## src/rtl/bpfa_pkg.sv

```systemverilog
// Shared types and constants of the bitmap page-frame allocator.
// Used by every module of the block but bpfa_ram; depends on nothing.
`timescale 1ns / 1ps

package bpfa_pkg;

    // Field widths of the stream words and the configuration port.
    localparam int PAGE_W      = 18;
    localparam int RUN_W       = 19;
    localparam int CFG_W       = 19;
    localparam int ACT_W       = 2;
    localparam int IDX_W       = 2;
    localparam int IN_TDATA_W  = 40;
    localparam int OUT_TDATA_W = 40;

    // Page positions inside the block: a range end stays below 2^18 + 2^19.
    localparam int POS_W = 20;

    // Default geometry of the bitmap.
    localparam int NUM_PAGES_DEF = 262144;
    localparam int WORD_BITS_DEF = 64;

    // Register indexes and their reset values (floor is one megabyte of 4 KiB pages).
    localparam logic [IDX_W-1:0] REG_PAGE_COUNT  = 2'd0;
    localparam logic [IDX_W-1:0] REG_ALLOC_FLOOR = 2'd1;
    localparam logic [CFG_W-1:0] PAGE_COUNT_RESET = 19'd262144;
    localparam logic [CFG_W-1:0] FLOOR_RESET      = CFG_W'(32'h0010_0000 / 4096);

    typedef enum logic [ACT_W-1:0] {
        ACT_ALLOC   = 2'd0,
        ACT_FREE    = 2'd1,
        ACT_RELEASE = 2'd2,
        ACT_RESERVE = 2'd3
    } t_action;

    typedef enum logic [2:0] {
        ST_CLEAR,
        ST_IDLE,
        ST_DIV,
        ST_READ,
        ST_WALK,
        ST_DRAIN
    } t_state;

    // Request from the word walker to the free-count pipeline.
    typedef struct packed {
        logic valid;
        logic inc;
    } t_cnt_req;

endpackage

```

## src/rtl/bpfa_div.sv

```systemverilog
// Word/bit splitter: turns a page number into bitmap word address and bit offset.
// WORD_BITS is a power of two, so the split is a shift and a mask; uses bpfa_pkg.
`timescale 1ns / 1ps

module bpfa_div #(
    parameter int WORD_BITS = bpfa_pkg::WORD_BITS_DEF
) (
    input  logic                            i_clk,
    input  logic                            i_start,
    input  logic [bpfa_pkg::POS_W-1:0]      i_dividend,
    output logic [bpfa_pkg::POS_W-1:0]      o_quo,
    output logic [$clog2(WORD_BITS)-1:0]    o_rem
);

    localparam int POS_W = bpfa_pkg::POS_W;
    localparam int BIW   = $clog2(WORD_BITS);

    logic [POS_W-1:0] r_quo;
    logic [BIW-1:0]   r_rem;

    // Capture word address and bit offset when a request is accepted.
    always_ff @(posedge i_clk) begin
        if (i_start) begin
            r_quo <= i_dividend >> BIW;
            r_rem <= i_dividend[BIW-1:0];
        end
    end

    assign o_quo = r_quo;
    assign o_rem = r_rem;

endmodule

```

## config.mk

```make
export PLATFORM = sky130hd
export DESIGN_NAME = bpfa_div
export DESIGN_NICKNAME = d
export VERILOG_FILES = /design/src/rtl/bpfa_pkg.sv /design/src/rtl/bpfa_div.sv
export SDC_FILE = /design/constraint.sdc
export NUM_CORES = 1
export LEC_CHECK = 0
export BUFFER_PORTS_ARGS = -buffer_cell sky130_fd_sc_hd__buf_4
export CAP_MARGIN = 10
export CORE_ASPECT_RATIO = 0.8
export CORE_MARGIN = 2
export CORE_UTILIZATION = 30
export DETAILED_ROUTE_END_ITERATION = 10
export PLACE_DENSITY = 0.72
export SYNTH_ARGS = -nofsm -noshare
export SYNTH_HDL_FRONTEND = slang
export SYNTH_SLANG_ARGS = --single-unit
```

## constraint.sdc

```tcl
create_clock -name i_clk -period 0.8 [get_ports i_clk]
set_clock_uncertainty 0.05 [all_clocks]
set_input_delay 0.04 -clock i_clk [delete_from_list [all_inputs] [get_ports i_clk]]
set_output_delay 0.04 -clock i_clk [all_outputs]
set_load 0.02 [all_outputs]
```

==> flow_summary.ini <==
[power_and_ir_drop]
switchingPower_mw = 0.507
seq_power_share = 0.584
power.leakage_nw = 0.534
pwr-share-comb = 0.213
switching_share = 0.231
p_clk_frac = 0.203
ir_drop_v = 0.00114
power.density_mw_per_mm2 = 1740
p_int_mw = 1.69

[grt]
grt_max_degree = 21
first_global_vias = 460
grtUsageTotal = 0.107
antenna_found_initial = 0
grt_pass1_wl_um = 1950
overflow = 0

[run_status]
violations = negative setup slack
status = finished with violations

[timing]
timing.fmax_mhz = 1060
finalSetupViolCount = 20
hold_viol = 0
finalHoldWorstSlack_ns = 0.0866
grt_setup_unrepaired = yes
fin_crit_ns = 0.939
fin_crit_sh = 1.17
tns_ns = -2.34
setup_slack_ns = -0.139
drv_slew = 0

[worst_setup_path]
cp-end-kind = output pin
crit_path_start_kind = flip-flop
critPathRequiredTime_ns = 0.71
crit_fanout = 1
crit_chain = buf_6
crit_buf_inv = 1
crit_arrival_ns = 0.85
cp_num_cells = 1
critPathTopFamily = flip-flops
critPathMaxStageDelay_ns = 0.41
critical_path.slowest_cell = edfxtp_1
path_class = flip-flop to output pin

[cells_and_area]
stdcell_count = 115
multi_input_area_um2 = 22.5
synthToLayoutAreaGrowth_pct = 94.0
diodes = 0
seq_area_um2 = 601
drive_gt1_frac = 0.489
nFillCells = 175
nets = 114

[clock_network]
clk_transition_reported_paths_ns = 0.10
cts_buffers = 3
htree_levels = 1
cts_sinks = 20
clockBufferDepth = 2
cts_tree = yes
cts_root_buffer = clkbuf_4

[logic_synthesis]
synth_area_per_cell_um2 = 24.1
synth_top_cell_by_area = edfxtp_1
netlist_area_um2 = 649
ys_seq_area_frac = 0.925
synthCells = 27
synth_top_area_share = 0.925
synth-seq-cells = 20
synth_cell_types = 3
synth.area.top_cells = edfxtp_1 (92%), buf_4 (6.9%), conb_1 (0.58%)
ys_warn_count = 0

[die]
dieHeight_um = 45.6
num_io_pins = 48
die_x_um = 56.0
rows = 15
coreArea_mm2 = 0.00210
start_util = 0.309
design.die.area_mm2 = 0.00256

[routing]
drc = 0
first_pass_iters = 2
drtIter0Drc = 4
wire_per_inst_um = 10.8
via_per_inst = 3.87
wirelength_um = 1240
ant_nets = 0
num_vias = 445

[min_path]
min_path_type = primary input to flip-flop
hold_depth = 1

[place]
place_congestion = 0.636
dp_cells = 92
port-buffer-count = 41

[flow_run]
maxCapViolations = 0
-- cell usage after synthesis --
cell type  count
edfxtp_1      20
buf_4          6
conb_1         1
-- routing by layer --
layer / track usage / routed length (um)
met5: 0 / 0
met4: 0.0143 / 0
met3: 0.0597 / 113
met2: 0.216 / 753
met1: 0.0989 / 378
-- cell usage in the layout, fill, tap and decap left out --
cell | netlist | final
edfxtp_1 | 20 | 20
buf_6 | 0 | 20
conb_1 | 1 | 6
dlygate4sd3_1 | 0 | 20
buf_4 | 6 | 21
clkbuf_4 | 0 | 3
-- cell type report --
type,instances,area share
multi-input combinational,6,0.0179
timing repair buffer,61,0.463
tap,25,0.0248
clock buffer,3,0.0179
sequential,20,0.477
-- flip-flops by register name, indices dropped and copies added (netlist names) --
name,flops
o_quo,14
o_rem,6
-- power by group through the flow --
stage | sequential, mW | combinational, mW | clock, mW
floorplan | 1.40 | 0.0469 | 0
global placement | 1.29 | 0.343 | 0
detailed placement | 1.29 | 0.346 | 0
CTS | 1.28 | 0.470 | 0.484
global route | 1.29 | 0.491 | 0.517
finish | 1.28 | 0.468 | 0.446
-- path summary, 6_finish.rpt --
path / endpoint / from
max: o_quo[3] / o_quo[3]
min: o_rem[1] / i_start
-- cell families (layout without fill, tap and decap cells) --
group | after synthesis | in the layout | synth area share
buffers and inverters | 6 | 64 | 0.0694
flip-flops | 20 | 20 | 0.925
other | 1 | 6 | 0.00577
-- metrics by stage --
step	instance area [um2]	utilization	setup slack (ns)	total power, mW
finish	1260	0.599	-0.139	2.20
global route	1260	0.599	-0.193	2.30
CTS	1260	0.599	-0.153	2.24
detailed placement	962	0.458	0.116	1.64
global placement	962	0.458	0.131	1.63
floorplan	668	-	0.261	1.45
-- what timing repair did --
item | CTS | global route
buffers inserted | 0 | 0
gates resized for setup | 20 | 0
endpoints found under the hold margin | 20 | 0
hold buffers | 20 | 0
setup endpoints to repair | 20 | 20
Note: power is estimated with default switching activity, not from simulation.
