[src/rtl/bpfa_pkg.sv]
// Shared types and constants of the bitmap page-frame allocator.
// Used by every module of the block but bpfa_ram; depends on nothing.
`timescale 1ns / 1ps

package bpfa_pkg;

    // Field widths of the stream words and the configuration port.
    localparam int PAGE_W      = 18;
    localparam int RUN_W       = 19;
    localparam int CFG_W       = 19;
    localparam int ACT_W       = 2;
    localparam int IDX_W       = 2;
    localparam int IN_TDATA_W  = 40;
    localparam int OUT_TDATA_W = 40;

    // Page positions inside the block: a range end stays below 2^18 + 2^19.
    localparam int POS_W = 20;

    // Default geometry of the bitmap.
    localparam int NUM_PAGES_DEF = 262144;
    localparam int WORD_BITS_DEF = 64;

    // Register indexes and their reset values (floor is one megabyte of 4 KiB pages).
    localparam logic [IDX_W-1:0] REG_PAGE_COUNT  = 2'd0;
    localparam logic [IDX_W-1:0] REG_ALLOC_FLOOR = 2'd1;
    localparam logic [CFG_W-1:0] PAGE_COUNT_RESET = 19'd262144;
    localparam logic [CFG_W-1:0] FLOOR_RESET      = CFG_W'(32'h0010_0000 / 4096);

    typedef enum logic [ACT_W-1:0] {
        ACT_ALLOC   = 2'd0,
        ACT_FREE    = 2'd1,
        ACT_RELEASE = 2'd2,
        ACT_RESERVE = 2'd3
    } t_action;

    typedef enum logic [2:0] {
        ST_CLEAR,
        ST_IDLE,
        ST_DIV,
        ST_READ,
        ST_WALK,
        ST_DRAIN
    } t_state;

    // Request from the word walker to the free-count pipeline.
    typedef struct packed {
        logic valid;
        logic inc;
    } t_cnt_req;

endpackage

[src/rtl/bpfa_count.sv]
// Free-count pipeline: counts the bits that flipped in one bitmap word and
// updates the free total. Three stages; uses bpfa_pkg.
`timescale 1ns / 1ps

module bpfa_count #(
    parameter int WORD_BITS = bpfa_pkg::WORD_BITS_DEF
) (
    input  logic                          i_clk,
    input  logic                          i_rst_n,
    input  bpfa_pkg::t_cnt_req            i_req,
    input  logic [WORD_BITS-1:0]          i_mask,
    output logic                          o_busy,
    output logic [bpfa_pkg::CFG_W-1:0]    o_total
);

    localparam int CFG_W = bpfa_pkg::CFG_W;
    localparam int NGRP  = (WORD_BITS + 7) / 8;
    localparam int PADW  = NGRP * 8;
    localparam int CW    = $clog2(WORD_BITS + 1);

    logic             r_s1_v;
    logic             r_s1_inc;
    logic [PADW-1:0]  r_s1_mask;
    logic             r_s2_v;
    logic             r_s2_inc;
    logic [3:0]       r_s2_grp [NGRP];
    logic [3:0]       w_grp [NGRP];
    logic [CW-1:0]    w_sum;
    logic [CFG_W-1:0] r_total;

    // Stage 1: capture the flip mask.
    always_ff @(posedge i_clk) begin
        if (!i_rst_n) begin
            r_s1_v <= 1'b0;
        end else begin
            r_s1_v <= i_req.valid;
        end
    end

    always_ff @(posedge i_clk) begin
        r_s1_inc  <= i_req.inc;
        r_s1_mask <= PADW'(i_mask);
    end

    // Stage 2: population count of each byte of the mask.
    always_comb begin
        for (int g = 0; g < NGRP; g++) begin
            w_grp[g] = '0;
            for (int b = 0; b < 8; b++) begin
                w_grp[g] = w_grp[g] + 4'(r_s1_mask[g * 8 + b]);
            end
        end
    end

    always_ff @(posedge i_clk) begin
        if (!i_rst_n) begin
            r_s2_v <= 1'b0;
        end else begin
            r_s2_v <= r_s1_v;
        end
    end

    always_ff @(posedge i_clk) begin
        r_s2_inc <= r_s1_inc;
        r_s2_grp <= w_grp;
    end

    // Stage 3: add the byte counts and apply them to the free total.
    always_comb begin
        w_sum = '0;
        for (int g = 0; g < NGRP; g++) begin
            w_sum = w_sum + CW'(r_s2_grp[g]);
        end
    end

    always_ff @(posedge i_clk) begin
        if (!i_rst_n) begin
            r_total <= '0;
        end else if (r_s2_v) begin
            if (r_s2_inc) begin
                r_total <= r_total + CFG_W'(w_sum);
            end else begin
                r_total <= r_total - CFG_W'(w_sum);
            end
        end
    end

    assign o_busy  = r_s1_v | r_s2_v;
    assign o_total = r_total;

endmodule

[config.mk]
export PLATFORM = sky130hd
export DESIGN_NAME = bpfa_count
export DESIGN_NICKNAME = d
export VERILOG_FILES = /design/src/rtl/bpfa_pkg.sv /design/src/rtl/bpfa_count.sv
export SDC_FILE = /design/constraint.sdc
export NUM_CORES = 1
export LEC_CHECK = 0
export BUFFER_PORTS_ARGS = -buffer_cell sky130_fd_sc_hd__buf_2
export CORE_MARGIN = 1.5
export CORE_UTILIZATION = 50
export CTS_CLUSTER_SIZE = 8
export DETAILED_ROUTE_END_ITERATION = 12
export PLACE_DENSITY = 0.75
export SKIP_LAST_GASP = 1
export SLEW_MARGIN = 40
export SYNTH_ARGS = -nofsm -noshare
export SYNTH_HDL_FRONTEND = slang
export SYNTH_SLANG_ARGS = --single-unit
[constraint.sdc]
create_clock -name i_clk -period 7.7 [get_ports i_clk]
set_input_delay 0 -clock i_clk [delete_from_list [all_inputs] [get_ports i_clk]]
set_output_delay 0 -clock i_clk [all_outputs]
set_load 0.1 [all_outputs]
==> impl_metrics.py <==
metrics = {
    "run_status": {
        "outcome": "finished with violations",
        "violations": "design-rule violations",
    },
    "yosys": {
        "synth_edf_count": 0,
        "synth_cell_types": 46,
        "synthArstFlopShare_pct": 0,
        "yosysSeqAreaShare_pct": 39.7,
        "avgSynthCellArea_sq_um": 10.6,
        "postSynthCellCount": 567,
        "yosysWarnings": 0,
        "ys_ff_latch": 119,
        "synth_ff_type": "dfxtp_1",
        "synth_area_sq_um": 6000,
        "syn_nets": 742,
    },
    "layout": {
        "num-fill-cells": 859,
        "final_common_cell": "inv_1",
        "fin_nets": 908,
        "antenna_cells": 0,
        "area_delta_synth_final_pct": 30.9,
        "drive_gt1_share_pct": 16.8,
        "final_cell_mix": "inv_1 (142), dfxtp_1 (118), buf_2 (87)",
    },
    "floorplanning": {
        "io_pins": 88,
        "coreArea_sq_um": 11600,
        "fp.dieArea_sq_um": 12700,
        "start_util_pct": 51.9,
        "rows": 39,
        "die_height_um": 113,
        "die_w_um": 113,
    },
    "critical_path": {
        "required_ns": 8.01,
        "worstSetupPathType": "register to register",
        "critPathMaxFanout": 6,
        "cp.arrival_ns": 6.30,
        "end_kind": "register",
        "critPathLaunchType": "register",
    },
    "hold_path": {
        "min_path_type": "input pin to register",
    },
    "global_routing": {
        "grt_use_total_pct": 21.5,
        "grt_first_pass_wirelength_mm": 20.7,
        "grt_max_degree": 23,
        "grt_overflow": 0,
        "grt_pass1_vias": 4568,
        "antenna_found_initial": 0,
    },
    "route": {
        "firstDrtPassIters": 8,
        "wl_per_cell_um": 13.7,
        "drtAntennaViolNets": 0,
        "drt_iter0_drc": 167,
        "vias": 4263,
        "drt_wl_total_mm": 12.2,
        "drc": 4,
        "avgViaCountPerCell": 4.80,
    },
    "place": {
        "dp_hpwl_mm": 8.17,
        "place.gp.congestion": 0.871,
        "io_buffers": 87,
    },
    "clocking": {
        "numCtsBuffers": 17,
        "cts-resized-gates": 0,
        "cts_hold_buffers": 67,
        "clk_pin_slew_ns": 0.06,
        "clk_latency_ns": 0.42,
        "tritoncts": "yes",
        "post_cts_buffers": 0,
        "h-tree-depth": 4,
        "cts_max_path_buffers": 2,
        "cts_sinks": 119,
        "clockRootBuffer": "clkbuf_16",
    },
    "sta": {
        "maxSlewHeadroom_pct": 67.2,
        "fin_setup_tns_ns": 0,
        "setup_viol": 0,
        "grt_setup_unrepaired": "false",
        "slew_violations": 0,
        "period_minus_slack_ns": 6.00,
        "worst_slew_pin_slew_ns": 0.495,
        "fin_crit_sh_pct": 77.9,
        "hold_viol": 0,
        "timing.fmax_mhz": 167,
        "finClkSkew_ns": 0.0109,
    },
    "job": {
        "maxCapViolations": 0,
    },
}
==> metal layers <==
metal | wire length, um | GRT usage (%)
met1 | 4660 | 22.3
met2 | 6860 | 40.4
met3 | 462 | 6.59
met4 | 207 | 8.44
met5 | 0 | 0
==> cells in the mapped netlist, types with 2 or more instances <==
cell type	instances	area share (%)
nor2_1	11	0.69
a32oi_1	2	0.29
xnor2_1	14	2.0
mux2i_1	12	2.0
o21a_1	4	0.50
o21ai_0	5	0.42
xor2_1	8	1.2
ha_1	51	11
clkbuf_1	6	0.38
nand2b_1	2	0.21
o2111ai_1	2	0.29
and2_1	9	0.94
nand4_1	3	0.31
nor3_1	2	0.17
dfxtp_1	119	40
nand2_1	15	0.94
and3_1	7	0.73
a21boi_1	2	0.25
fa_1	56	19
nor2b_1	21	2.2
or3_1	2	0.21
o211ai_1	5	0.63
a31oi_1	3	0.31
inv_1	142	8.9
a21o_1	9	1.1
a211oi_1	3	0.38
a41oi_1	3	0.44
or2_2	2	0.21
nand3_1	3	0.25
a21oi_1	27	2.3
o21bai_1	2	0.25
==> sequential cells by signal, summed over array words and instances (netlist names) <==
register   count
r_s2_inc       1
r_s1_v         1
r_s2_grp      32
r_s1_mask     64
o_total       19
r_s1_inc       1
r_s2_v         1
==> critical path: stages (launching register included) <==
cell	delay, ns
dfxtp_1	0.31
inv_1	0.06
fa_1	0.57
inv_1	0.07
fa_1	0.51
fa_1	0.54
inv_1	0.05
fa_1	0.58
inv_1	0.06
ha_1	0.27
nand3_1	0.09
and3_1	0.19
or2_2	0.32
and3_1	0.18
ha_1	0.26
nor2_1	0.08
a21oi_1	0.05
ha_1	0.38
o21a_1	0.14
o211ai_1	0.19
a21boi_1	0.16
and4_1	0.23
or3_1	0.34
a32o_1	0.24
==> area by class of cell <==
cell class              count  area (sq um)  area share, %
repair buffers            154          1110           14.1
clock inverters            11           124           1.58
clock buffers              21           470           5.99
inverters                 142           533           6.79
well taps                 143           179           2.28
multi-input cells         299          3060           38.9
flip-flops and latches    119          2380           30.4
==> path summary, 6_finish.rpt <==
check | cells after the start | endpoint | startpoint | slack (ns)
worst min-delay path | 2 | r_s1_mask[31] | i_mask[31] | 0.21
worst min register to register | 0 | r_s2_inc | r_s1_inc | 0.33
worst max-delay path | 23 | o_total[15] | r_s2_grp[3] | 1.70
worst max register to register | 23 | o_total[15] | r_s2_grp[3] | 1.70
==> cells by family after synthesis <==
family | after synthesis | synth area share, %
buf+inv | 149 | 9.34
fa+ha+maj | 107 | 29.3
compound gates | 75 | 8.66
mux | 12 | 2.00
xor+xnor | 22 | 3.21
flops | 119 | 39.7
simple gates | 83 | 7.74
==> stage by stage <==
stage	hold slack (ns)	setup WS [ns]	cell area [sq um]	cells	utilization, %
floorplan	0.0277	1.98	6000	567	-
global placement	0.102	1.86	6590	790	56.9
detailed placement	0.104	1.72	6590	790	57.0
CTS	0.189	1.68	7850	889	67.9
global route	0.198	1.40	7850	889	67.9
finish	0.207	1.70	7850	889	67.9
Power is not shown: default switching activity piles up to over one toggle a cycle in this logic, so the estimate is an artifact.
